File: src/hdl/rfd_pkg.sv
// Package for the reply frame deframer: framing characters, result kinds,
// register indexes and the phase type. No dependencies.
package rfd_pkg;

    localparam logic [7:0] CH_START    = 8'h3C;
    localparam logic [7:0] CH_SEP      = 8'h24;
    localparam logic [7:0] CH_END      = 8'h3E;
    localparam logic [7:0] CH_ESC      = 8'h2F;
    localparam logic [7:0] CH_KEYREPLY = 8'h4F;
    localparam logic [7:0] CH_DATA_LO  = 8'h30;
    localparam logic [7:0] CH_DATA_HI  = 8'h34;
    localparam logic [7:0] CH_KEY_LO   = 8'h41;
    localparam logic [7:0] CH_KEY_HI   = 8'h45;
    localparam logic [7:0] CH_ZERO     = 8'h30;
    localparam logic [7:0] TYPE_OFFSET = 8'd5;

    localparam logic [7:0] REQ_TYPE_RESET   = 8'h30;
    localparam logic [6:0] MAX_LENGTH_RESET = 7'd80;
    localparam logic [3:0] HEADER_BYTES     = 4'd4;

    localparam int CFG_INDEX_W = 8;
    localparam logic [CFG_INDEX_W-1:0] REG_REQUESTED_TYPE = 8'd0;
    localparam logic [CFG_INDEX_W-1:0] REG_MAX_LENGTH     = 8'd1;

    typedef enum logic [2:0] {
        K_NONE     = 3'd0,
        K_DATA     = 3'd1,
        K_DONE     = 3'd2,
        K_MISMATCH = 3'd3,
        K_KEY      = 3'd4,
        K_CORRUPT  = 3'd5
    } t_kind;

    typedef enum logic [2:0] {
        PH_HUNT,
        PH_LEN1,
        PH_LEN2,
        PH_SEP1,
        PH_TYPE,
        PH_SEP2,
        PH_PAYLOAD
    } t_phase;

endpackage

File: src/hdl/reply_frame_deframer_core.sv
// Reply frame deframer: header parsing, type check and payload un-stuffing.
// Depends on rfd_pkg for characters, kinds, register indexes and phases.
//
// Channel   Direction  Signals
// input     in         i_in_valid, o_in_ready, i_rx_byte
// result    out        o_out_valid, i_out_ready, o_kind, o_data_byte
// config    in         i_cfg_valid, o_cfg_ready, i_cfg_index, i_cfg_data
//
// Every accepted byte gives one result, held in the result register.
// The result register alone sets the rate: one byte per cycle unless its result waits.
// A new byte is taken while the held result is transferred in the same cycle.
// Reset is synchronous and active low; it restores the register defaults.
module reply_frame_deframer_core (
    input  logic                           i_clk,
    input  logic                           i_rst_n,
    input  logic                           i_in_valid,
    output logic                           o_in_ready,
    input  logic [7:0]                     i_rx_byte,
    output logic                           o_out_valid,
    input  logic                           i_out_ready,
    output logic [2:0]                     o_kind,
    output logic [7:0]                     o_data_byte,
    input  logic                           i_cfg_valid,
    output logic                           o_cfg_ready,
    input  logic [rfd_pkg::CFG_INDEX_W-1:0] i_cfg_index,
    input  logic [7:0]                     i_cfg_data
);

    rfd_pkg::t_phase    r_phase, n_phase;
    logic signed [8:0]  r_first, n_first;
    logic signed [12:0] r_decl, n_decl;
    logic [7:0]         r_rtype, n_rtype;
    logic [6:0]         r_scanned, n_scanned;
    logic               r_escape, n_escape;
    logic [7:0]         r_req_type;
    logic [6:0]         r_max_len;
    logic               r_out_valid;
    rfd_pkg::t_kind     r_kind, n_kind;
    logic [7:0]         r_data, n_data;

    logic               accept;
    logic signed [12:0] first_ext;
    logic signed [12:0] limit;

    assign o_in_ready  = !r_out_valid || i_out_ready;
    assign accept      = i_in_valid && o_in_ready;
    assign o_cfg_ready = 1'b1;
    assign o_out_valid = r_out_valid;
    assign o_kind      = r_kind;
    assign o_data_byte = r_data;

    assign first_ext = {{4{r_first[8]}}, r_first};
    assign limit     = r_decl - $signed({9'd0, rfd_pkg::HEADER_BYTES});

    always_comb begin
        n_phase   = r_phase;
        n_first   = r_first;
        n_decl    = r_decl;
        n_rtype   = r_rtype;
        n_scanned = r_scanned;
        n_escape  = r_escape;
        n_kind    = rfd_pkg::K_NONE;
        n_data    = 8'd0;
        case (r_phase)
            rfd_pkg::PH_HUNT: begin
                if (i_rx_byte == rfd_pkg::CH_START) begin
                    n_phase = rfd_pkg::PH_LEN1;
                end
            end
            rfd_pkg::PH_LEN1: begin
                n_first = $signed({1'b0, i_rx_byte} - {1'b0, rfd_pkg::CH_ZERO});
                n_phase = rfd_pkg::PH_LEN2;
            end
            rfd_pkg::PH_LEN2: begin
                n_decl  = (first_ext <<< 3) + (first_ext <<< 1)
                        + $signed({5'd0, i_rx_byte}) - $signed({5'd0, rfd_pkg::CH_ZERO});
                n_phase = rfd_pkg::PH_SEP1;
            end
            rfd_pkg::PH_SEP1: begin
                n_phase = (i_rx_byte == rfd_pkg::CH_SEP) ? rfd_pkg::PH_TYPE
                                                         : rfd_pkg::PH_HUNT;
            end
            rfd_pkg::PH_TYPE: begin
                n_rtype = i_rx_byte;
                n_phase = rfd_pkg::PH_SEP2;
            end
            rfd_pkg::PH_SEP2: begin
                n_phase = rfd_pkg::PH_HUNT;
                if (i_rx_byte != rfd_pkg::CH_SEP || r_decl > $signed({6'd0, r_max_len})) begin
                    n_kind = rfd_pkg::K_NONE;
                end else if (r_req_type >= rfd_pkg::CH_DATA_LO
                             && r_req_type <= rfd_pkg::CH_DATA_HI) begin
                    if (r_rtype == r_req_type + rfd_pkg::TYPE_OFFSET) begin
                        n_phase   = rfd_pkg::PH_PAYLOAD;
                        n_scanned = 7'd0;
                        n_escape  = 1'b0;
                    end else begin
                        n_kind = rfd_pkg::K_MISMATCH;
                    end
                end else if (r_req_type >= rfd_pkg::CH_KEY_LO
                             && r_req_type <= rfd_pkg::CH_KEY_HI
                             && r_rtype == rfd_pkg::CH_KEYREPLY) begin
                    n_kind = rfd_pkg::K_KEY;
                end else begin
                    n_kind = rfd_pkg::K_MISMATCH;
                end
            end
            rfd_pkg::PH_PAYLOAD: begin
                if ($signed({6'd0, r_scanned}) >= limit) begin
                    n_phase = rfd_pkg::PH_HUNT;
                    n_kind  = rfd_pkg::K_CORRUPT;
                end else if (i_rx_byte == rfd_pkg::CH_END && !r_escape) begin
                    n_phase = rfd_pkg::PH_HUNT;
                    n_kind  = rfd_pkg::K_DONE;
                end else begin
                    n_scanned = r_scanned + 7'd1;
                    if (!r_escape && i_rx_byte == rfd_pkg::CH_ESC) begin
                        n_escape = 1'b1;
                    end else begin
                        if (r_escape && (i_rx_byte == rfd_pkg::CH_END
                                         || i_rx_byte == rfd_pkg::CH_ESC
                                         || i_rx_byte == rfd_pkg::CH_SEP)) begin
                            n_escape = 1'b0;
                        end
                        n_kind = rfd_pkg::K_DATA;
                        n_data = i_rx_byte;
                    end
                end
            end
            default: begin
                n_phase = rfd_pkg::PH_HUNT;
            end
        endcase
    end

    always_ff @(posedge i_clk) begin
        if (!i_rst_n) begin
            r_phase     <= rfd_pkg::PH_HUNT;
            r_first     <= '0;
            r_decl      <= '0;
            r_rtype     <= '0;
            r_scanned   <= '0;
            r_escape    <= 1'b0;
            r_out_valid <= 1'b0;
        end else begin
            if (accept) begin
                r_phase     <= n_phase;
                r_first     <= n_first;
                r_decl      <= n_decl;
                r_rtype     <= n_rtype;
                r_scanned   <= n_scanned;
                r_escape    <= n_escape;
                r_out_valid <= 1'b1;
            end else if (i_out_ready) begin
                r_out_valid <= 1'b0;
            end
        end
    end

    always_ff @(posedge i_clk) begin
        if (accept) begin
            r_kind <= n_kind;
            r_data <= n_data;
        end
    end

    always_ff @(posedge i_clk) begin
        if (!i_rst_n) begin
            r_req_type <= rfd_pkg::REQ_TYPE_RESET;
            r_max_len  <= rfd_pkg::MAX_LENGTH_RESET;
        end else if (i_cfg_valid) begin
            if (i_cfg_index == rfd_pkg::REG_REQUESTED_TYPE) begin
                r_req_type <= i_cfg_data;
            end else if (i_cfg_index == rfd_pkg::REG_MAX_LENGTH) begin
                r_max_len <= i_cfg_data[6:0];
            end
        end
    end

    a_data_only_with_payload: assert property (@(posedge i_clk) disable iff (!i_rst_n)
        (r_out_valid && r_kind != rfd_pkg::K_DATA) |-> (r_data == 8'd0))
        else $error("data byte nonzero on a non-payload result");

    a_hunt_exit: assert property (@(posedge i_clk) disable iff (!i_rst_n)
        (accept && r_phase == rfd_pkg::PH_HUNT)
        |=> (r_phase == rfd_pkg::PH_HUNT || r_phase == rfd_pkg::PH_LEN1))
        else $error("hunting phase left for a state other than the first length digit");

    a_payload_entry: assert property (@(posedge i_clk) disable iff (!i_rst_n)
        (accept && r_phase != rfd_pkg::PH_PAYLOAD && n_phase == rfd_pkg::PH_PAYLOAD)
        |=> (r_scanned == 7'd0 && !r_escape))
        else $error("payload entered with stale scan count or escape");

    a_kind_range: assert property (@(posedge i_clk) disable iff (!i_rst_n)
        r_out_valid |-> (r_kind <= rfd_pkg::K_CORRUPT))
        else $error("result kind out of range");

endmodule
File: config.mk
export PLATFORM = sky130hd
export DESIGN_NAME = reply_frame_deframer_core
export DESIGN_NICKNAME = d
export VERILOG_FILES = /design/src/hdl/rfd_pkg.sv /design/src/hdl/reply_frame_deframer_core.sv
export SDC_FILE = /design/constraint.sdc
export NUM_CORES = 1
export LEC_CHECK = 0
export BUFFER_PORTS_ARGS = -buffer_cell sky130_fd_sc_hd__buf_2
export CAP_MARGIN = 20
export CORE_ASPECT_RATIO = 0.9
export CORE_MARGIN = 5
export CORE_UTILIZATION = 57
export CTS_BUF_LIST = sky130_fd_sc_hd__clkbuf_4 sky130_fd_sc_hd__clkbuf_8
export CTS_CLUSTER_DIAMETER = 200
export DETAILED_ROUTE_END_ITERATION = 8
export PLACE_DENSITY = 0.86
export SLEW_MARGIN = 30
export SYNTH_ARGS = -nofsm -noshare
export SYNTH_HDL_FRONTEND = slang
export SYNTH_SLANG_ARGS = --single-unit
File: constraint.sdc
create_clock -name i_clk -period 4.3 [get_ports i_clk]
set_input_delay 0.86 -clock i_clk [delete_from_list [all_inputs] [get_ports i_clk]]
set_output_delay 0.86 -clock i_clk [all_outputs]
set_load 0.02 [all_outputs]
==> impl_results.md <==
- Status: completed
- Seq/Total Area, Yosys: 34.2%
- Slowest-stage cell, CP: fa_1
- Unique masters post-synth: 58
- Cells on worst reg2reg path: 11
- # hold bufs at CTS: 0
- Vias/cell: just under 6
- H-tree depth: 3
- Multi-input logic area: 0.00262 mm^2
- R2R Setup Slk: around 1 ns
- Met3 wire length: between 600 and 700 um
- Clock Tree Root: clkbuf_8
- Die width: 102 um
- Highest metal used: met4
- Worst-path cell chain: buf_2 > fa_1 > fa_1 > fa_1 > a21o_1 > a21oi_1 > o21bai_1 > a2111oi_0 > nor3_1 > nand4b_1 > o221ai_1
- Critical path arrival: 3.79 ns
- IO buf count: between 40 and 50
- Flip-flop and latch area: 0.00147 mm^2
- Commonest cells after routing, fill and taps aside: nor2_1, dfxtp_1, ha_1
- Final hold violation count: 0
- Post-synth EDFFs: 11
- Final setup violation count: 0
- Nets: 596
- Mean Syn Cell Area: 9.03 um^2
- Initial DRC count: 281
- Clock skew: 0.0115 ns
- Synth-to-Final Area Change: 12.1%
- Largest delay contributor family on the critical path: adder cells
- Max-slew headroom: about two fifths
- Detailed-route via count: 3,658
- CTS Buffer Depth: 2
- DIE HEIGHT: 92.4 um
- Total Die Area: 0.00938 mm^2
- R2R Path Start: r_first[2]
- Data required, critical path: 4.51 ns
- Measured slew at the worst slew-check pin: just under 0.9 ns
- Cell Rows: 30
- Initial Util: 57.8%
- Syn Nets: 557
- Worst Setup SP: i_rx_byte[3]
- GRT Overall Usage: 22.9%
- Worst r2r dst: r_decl[11]
- Critical Path Most Common Cell: fa_1
- Yosys reg bits: 68
- Crit end category: flop
- Post-Route WL: 10,100 um
- Top_reg_cell synth: dfxtp_1
- CP Depth: 11
- Post-CTS sizing: 0
- Filler cells: ~580
- Core Area: 0.00743 mm^2
- Worst-Skew Late Latency: 0.35 ns
- Number of detailed-route iterations in the first pass: 7
- Most common cell after layout, fill and taps aside: nor2_1
- CTS tree: built
- Post-CTS setup repair buffer count: 0
- Cells after synthesis: 476
- Largest net degree at the start of global routing: 26
- Metal-1 WL: approximately 4500 um
- Via count of the first global-routing pass: about 3.6k
- Global-route wire length before repair: 17,100 um
- Final Max Slew Viols: 0
- HPWL after DPL: roughly 7600 um
- Final GP Congestion: 0.980
- Antenna diodes: 0
- Num CTS Buffers: 9
- Design Area, Final: 0.00482 mm^2
- Worst-path clk slew: 0.07 ns
- Setup TNS Final: 0 ns
- Initial antenna violation count: 0
- Worst hold slack: 0.495 ns
- LEAKAGE: 2.05 nW
- Clk sinks: 68
- Total number of yosys warnings: 0
- Clock period minus worst slack: ~3.6 ns
- Met2 Wirelength: 4820 um
- I/O Pins: 43
- Max Fclk: 279 MHz
- Post-route DRC: 0
- WS Path Type: in -> reg
- Worst Path Buf+Inv: 1
- WL per Instance: between 15 and 20 um
- HP Class: reg -> reg
- Grt ovf: 0
- Max-Cap Viols: 0
- FFs w/ async S/R, synth: 0%
- Fraction of layout instances using a drive strength above 1: 13.7%
- Critical Path Max Stage Delay: 0.51 ns
- Area after DPL: about 0.0046 mm^2
- RSZ-0062 raised after global routing: no
- Crit path capture: r_decl[11]
- Number of antenna-violating nets in the routed design: 0
- Peak VDD IR: 0.190 mV
- Post-synth design cell area: 0.00430 mm^2
- Crit-path max FO: 7
- CP startpoint kind: primary input
- Period Utilization, post-route: 83.4%
- Power density cells: 278 mW/mm^2
cell usage after synthesis (all sizes together), types with 3 or more instances:
library cell / instances / area, um^2
nor2: 60 / 225
dfxtp: 57 / 1140
ha: 46 / 576
inv: 39 / 146
mux2i: 36 / 360
a21oi: 29 / 149
nand2: 26 / 97.6
xnor2: 16 / 140
clkbuf: 15 / 56.3
nand3: 13 / 65.1
nor3: 12 / 60.1
edfxtp: 11 / 330
o21ai: 9 / 45.0
or4: 8 / 67.6
o31ai: 7 / 52.6
and2: 6 / 37.5
fa: 6 / 120
xor2: 6 / 52.6
a211oi: 5 / 42.5
nand3b: 5 / 37.5
nand4: 5 / 31.3
nand4b: 4 / 35.0
o211ai: 4 / 30.0
or3: 4 / 25.0
nand2b: 3 / 18.8
nor4: 3 / 18.8
nor4b: 3 / 26.3
o32ai: 3 / 26.3
how the worst min path moves through the flow:
stage | from | cells after the start | slack (ns) | end
after CTS | r_max_len[6] | 2 | 0.49 | r_max_len[6]
after global placement | r_max_len[4] | 2 | 0.46 | r_max_len[4]
after floorplan | r_max_len[4] | 2 | 0.44 | r_max_len[4]
final | r_max_len[6] | 2 | 0.50 | r_max_len[6]
after detailed placement | r_max_len[6] | 2 | 0.47 | r_max_len[6]
after global routing | r_scanned[5] | 2 | 0.54 | r_scanned[5]
final cells by class:
| cell class | instances | area share, % |
|---|---|---|
| Clock buffer | 11 | 3.01 |
| Multi-Input combinational cell | 350 | 54.3 |
| Timing Repair Buffer | 45 | 4.88 |
| Inverter | 41 | 3.20 |
| Tap cell | 96 | 2.49 |
| Clock inverter | 5 | 1.56 |
| Sequential cell | 68 | 30.6 |
cells by family (layout without fill, tap and decap cells):
group           count (synthesis)  count (layout)  synth area share, %
other cells                     1               1               0.0873
xor+xnor                       22              22                 4.48
mux                            36              36                 8.39
fa+ha+maj                      52              52                 16.2
buf+inv                        58             102                 5.18
compound gates                 77              77                 12.1
simple gates                  162             162                 19.4
flops                          68              68                 34.2
sequential cells by signal, summed over array words and instances, names as in the netlist:
signal and cells:
r_max_len 7, r_req_type 8, r_phase 3, o_kind 3, r_scanned 7, r_first 9
r_escape 1, r_rtype 8, r_decl 13, o_data_byte 8, o_out_valid 1
through the flow:
stage               util, %  instances  power, mW  setup slack [ns]
finish                 64.8        616       1.34             0.713
global route           64.8        616       1.39             0.539
CTS                    64.8        616       1.34             0.740
detailed placement     61.8        600      0.768             0.394
global placement       61.8        600      0.765             0.499
floorplan                 -        476      0.729             0.778
tightest hold or removal path: cells and delay by family, from the launching register on:
family | cells | cell delay, ns
AND/OR/NAND/NOR | 1 | 0.06
flip-flops | 1 | 0.34
multiplexers | 1 | 0.07
layer usage:
layer / vias to the layer above / global-route usage (%)
met1: 1740 / 30.5
li1: 1775 / -
met3: 18 / 3.46
met4: 0 / 8.86
met2: 125 / 37.4
met5: - / 0
power by group:
part	switching [mW]	internal, mW
clock network	0.238	0.346
registers	0.00150	0.651
logic	0.0669	0.0368
total	0.306	1.03
Power figures use the tool's default switching activity.
